===== src/hw/rtl/tcw_pkg.sv =====
// ----------------------------------------------------------------------------
// tcw_pkg
// Shared types and constants for the text console cell writer.
// ----------------------------------------------------------------------------
package tcw_pkg;

  // action codes carried in tuser
  localparam logic [1:0] ACT_PUT   = 2'd0;
  localparam logic [1:0] ACT_COLOR = 2'd1;
  localparam logic [1:0] ACT_READ  = 2'd2;

  localparam logic [7:0]  NEWLINE_CODE  = 8'h0A;
  localparam logic [7:0]  BLANK_CHAR    = 8'h20;
  localparam logic [7:0]  DEFAULT_COLOR = 8'h70;
  localparam logic [15:0] BLANK_CELL    = {DEFAULT_COLOR, BLANK_CHAR};

  typedef enum logic [2:0] {
    ST_CLEAR = 3'b001,
    ST_IDLE  = 3'b010,
    ST_RESP  = 3'b100
  } tcw_state_e;

  typedef struct packed {
    logic accept;    // take the input word, do its memory access
    logic clr_we;    // write one blank cell of the clearing sweep
    logic load_out;  // load the output register
  } tcw_cmd_t;

  typedef struct packed {
    logic wrap;      // last accepted word wrapped the screen
    logic clr_last;  // sweep is at its last cell
  } tcw_sts_t;

endpackage


===== src/hw/rtl/tcw_ctrl.sv =====
// ----------------------------------------------------------------------------
// tcw_ctrl
// Controller: accept, respond and screen-clear sequencing, output valid.
// ----------------------------------------------------------------------------
module tcw_ctrl (
  input  logic            clk_i,
  input  logic            rst_ni,
  input  logic            s_tvalid_i,
  output logic            s_tready_o,
  output logic            m_tvalid_o,
  input  logic            m_tready_i,
  input  tcw_pkg::tcw_sts_t sts_i,
  output tcw_pkg::tcw_cmd_t cmd_o
);
  import tcw_pkg::*;

  tcw_state_e state_q, state_d;
  logic       out_valid_q, out_valid_d;
  logic       out_free;

  assign out_free = !out_valid_q || m_tready_i;

  always_comb begin
    state_d      = state_q;
    cmd_o        = '0;
    s_tready_o   = 1'b0;
    case (state_q)
      ST_IDLE: begin
        s_tready_o = 1'b1;
        if (s_tvalid_i) begin
          cmd_o.accept = 1'b1;
          state_d      = ST_RESP;
        end
      end
      ST_RESP: begin
        if (out_free) begin
          cmd_o.load_out = 1'b1;
          state_d        = sts_i.wrap ? ST_CLEAR : ST_IDLE;
        end
      end
      ST_CLEAR: begin
        cmd_o.clr_we = 1'b1;
        if (sts_i.clr_last) begin
          state_d = ST_IDLE;
        end
      end
      default: begin
        state_d = ST_CLEAR;
      end
    endcase
  end

  always_comb begin
    out_valid_d = out_valid_q;
    if (cmd_o.load_out) begin
      out_valid_d = 1'b1;
    end else if (m_tready_i) begin
      out_valid_d = 1'b0;
    end
  end

  assign m_tvalid_o = out_valid_q;

  always_ff @(posedge clk_i or negedge rst_ni) begin
    if (!rst_ni) begin
      state_q     <= ST_CLEAR;
      out_valid_q <= 1'b0;
    end else begin
      state_q     <= state_d;
      out_valid_q <= out_valid_d;
    end
  end

endmodule


===== config.mk =====
export PLATFORM = sky130hd
export DESIGN_NAME = tcw_ctrl
export DESIGN_NICKNAME = d
export VERILOG_FILES = /design/src/hw/rtl/tcw_pkg.sv /design/src/hw/rtl/tcw_ctrl.sv
export SDC_FILE = /design/constraint.sdc
export NUM_CORES = 1
export LEC_CHECK = 0
export ABC_AREA = 0
export ABC_CLOCK_PERIOD_IN_PS = 1500
export BUFFER_PORTS_ARGS = -buffer_cell sky130_fd_sc_hd__buf_2
export CAP_MARGIN = 10
export CORE_AREA = 5 5 42 44
export DETAILED_ROUTE_END_ITERATION = 12
export DIE_AREA = 0 0 47 49
export GPL_ROUTABILITY_DRIVEN = 1
export PLACE_DENSITY = 0.32
export SLEW_MARGIN = 20
export SYNTH_ARGS = -nofsm -noshare
export SYNTH_HDL_FRONTEND = slang
export SYNTH_SLANG_ARGS = --single-unit

===== constraint.sdc =====
create_clock -name clk_i -period 1.5 [get_ports clk_i]
set_input_delay 0 -clock clk_i [delete_from_list [all_inputs] [get_ports clk_i]]
set_output_delay 0 -clock clk_i [all_outputs]
set_load 0.01 [all_outputs]

==> impl_metrics.py <==
metrics = {
    "global_routing": {
        "first_global_vias": 175,
        "grt.total_usage": 0.0453,
        "grt_start_max_net_pins": 6,
        "grt_pass1_wl_um": 717,
        "overflow": 0,
        "antenna_found_initial": 0,
    },
    "clock_tree": {
        "clock_latency_ns": 0.24,
        "clock-sinks": 4,
        "cts.clk_slew.worst_paths_ns": 0.05,
        "cts_tree": "yes",
        "cts.repair.resized": 0,
        "cts_made_buffers": 3,
        "cts.path.max_buffers": 2,
        "cts-root-buf": "clkbuf_4",
        "cts_setup_buffers": 0,
        "h-tree-depth": 1,
    },
    "die": {
        "rows": 14,
        "core_area_um2": 1400,
        "die_y_um": 49,
        "die_area_um2": 2300,
        "die_w_um": 47,
        "ios": 11,
        "start_util": 0.154,
    },
    "final_layout": {
        "diodes": 0,
        "layout-drive-gt1-share": 0.417,
        "syn_to_final_growth_pct": 50.6,
        "final_cell_mix": "buf_2 (10), clkbuf_4 (3), dfrtp_1 (3)",
        "nNetsFinal": 43,
        "fill_cells": 165,
        "final_common_cell": "buf_2",
    },
    "critical_path": {
        "crit_path_start": "state_q[2]$_DFFE_PN0P_",
        "setup.worst_path.class": "flip-flop to primary output",
        "arrival_ns": 1.31,
        "path_cells": "nor3b_1 -> and2_1 -> buf_2",
        "path_delay_family": "simple AND/OR/NAND/NOR gates",
        "crit_path_end_kind": "primary output",
        "max_stage_delay_ns": 0.40,
        "critPathLaunchType": "flip-flop",
        "cp.required_ns": 1.50,
        "critPathBufInv": 1,
        "crit_slowest_cell": "dfrtp_1",
        "crit_fanout": 5,
        "rr_startpoint": "state_q[1]$_DFFE_PN0P_",
    },
    "drt": {
        "first_pass_iters": 2,
        "viasPerCell": 3.94,
        "wl_um": 500,
        "post_drt_wl_per_cell_um": 9.62,
        "drc": 0,
        "ant_nets": 0,
        "dr_total_vias": 205,
        "drt_iter0_markers": 1,
    },
    "sta": {
        "drv_slew": 0,
        "setup_viol": 0,
        "finalCritPeriodShare": 0.872,
        "min_period_ns": 1.31,
        "fmax_mhz": 765,
        "rsz0062_at_grt": "false",
        "fin_setup_tns_ns": 0,
        "skew_ns": 0.0133,
        "setup_ws_ns": 0.193,
        "timing.slew.headroom": 0.738,
        "hold_viol_final": 0,
        "worst_slew_pin_slew_ns": 0.393,
    },
    "synth": {
        "avgSynthCellArea_um2": 10.2,
        "synth.area.top_cells": "dfrtp_1 (35%), dfstp_2 (12%), nand3b_1 (7.0%)",
        "yosys.area.top_type": "dfrtp_1",
        "seq_area_frac_synth": 0.471,
        "synth_seq_cells": 4,
        "syn-cell-area_um2": 215,
        "yosysWarningCount": 0,
        "yosysUniqueCellTypes": 16,
        "synthCells": 21,
        "syn-num-nets": 27,
        "synth.top_cell.area_share": 0.349,
    },
    "run": {
        "max_cap_violations": 0,
    },
    "place": {
        "dp_hpwl_um": 429,
        "gp_congestion": 0.650,
        "place_ws_ns": 0.343,
        "port_buffers": 10,
    },
    "power_and_ir_drop": {
        "peakVddDrop_uv": 427,
        "power_density_nw_per_um2": 1460,
        "leakage_nw": 0.161,
    },
    "hold_path": {
        "min_from": "m_tready_i",
        "min_path_type": "input port to flip-flop",
    },
    "outcome": {
        "status": "finished clean",
    },
}
## per-layer routing
| layer | vias to the layer above | routed length [um] | global-route usage | share of wire |
|---|---|---|---|---|
| li1 | 104 | - | - | - |
| met4 | 0 | 0 | 0 | 0 |
| met1 | 90 | 233 | 0.0646 | 0.47 |
| met2 | 11 | 193 | 0.0498 | 0.39 |
| met5 | - | 0 | 0 | 0 |
| met3 | 0 | 73 | 0.0480 | 0.15 |
## cells in the mapped netlist, drive strengths merged
cell type	number
dfstp	1
nor3b	2
a221o	1
nand2	1
dfrtp	3
a21oi	2
nor2b	1
nor2	1
nor3	1
buf	1
or3b	1
nand2b	1
inv	1
a211oi	1
and2	1
nand3b	2
## path summary, 6_finish.rpt
| check | end | slack (ns) | cells after the start |
|---|---|---|---|
| max in group asynchronous | state_q[0]$_DFFE_PN1P_ | 1.19 | 2 |
| hold / removal | m_tvalid_o$_DFFE_PN0P_ | 0.05 | 3 |
| hold reg to reg | m_tvalid_o$_DFFE_PN0P_ | 0.52 | 2 |
| setup / recovery | cmd_o[2] | 0.19 | 3 |
| min in group asynchronous | m_tvalid_o$_DFFE_PN0P_ | 0.09 | 2 |
| setup reg to reg | state_q[0]$_DFFE_PN1P_ | 0.33 | 3 |
## sequential cells by signal (all words and copies together), names as in the netlist
name,flops
state_q,3
m_tvalid_o,1
## area by class of cell
cell class / instances / area (um2) / share of cell area
multi-input cells: 15 / 103 / 0.317
flip-flops and latches: 4 / 101 / 0.313
inverters: 1 / 3.75 / 0.0116
well taps: 16 / 20.0 / 0.0618
repair buffers: 12 / 70.1 / 0.216
clock buffers: 4 / 26.3 / 0.0811
## where the power goes
part,total (mW),internal [mW],switching (mW)
Clock,0.146,0.0999,0.0458
Combinational,0.148,0.0761,0.0716
Sequential,0.179,0.149,0.0299
## worst min-delay path, delay by kind of cell
family                 cells  cell delay, ns
buffers and inverters      1            0.08
AND/OR/NAND/NOR            2            0.16
## logic make-up after synthesis
kind of cell,after synthesis,synth area share
and+or+nand+nor,11,0.349
DFF,4,0.471
buffers and inverters,2,0.0523
AOI/OAI and AO/OA,4,0.128
## repair_timing
item / 4_1_cts / 5_1_grt
hold buffers: 2 / 0
endpoints found under the setup margin: 0 / 0
hold endpoints to repair: 5 / 0
## stage by stage
stage | cells | hold slack [ns] | total power, mW | util | instance area, um2
2_1_floorplan | 21 | -0.296 | 0.267 | - | 215
3_3_place_gp | 46 | -0.192 | 0.328 | 0.198 | 278
3_5_place_dp | 46 | -0.190 | 0.327 | 0.198 | 278
4_1_cts | 52 | 0.0508 | 0.481 | 0.231 | 324
5_1_grt | 52 | 0.0697 | 0.515 | 0.231 | 324
6_report | 52 | 0.0492 | 0.472 | 0.231 | 324
Power figures use the tool's default switching activity.
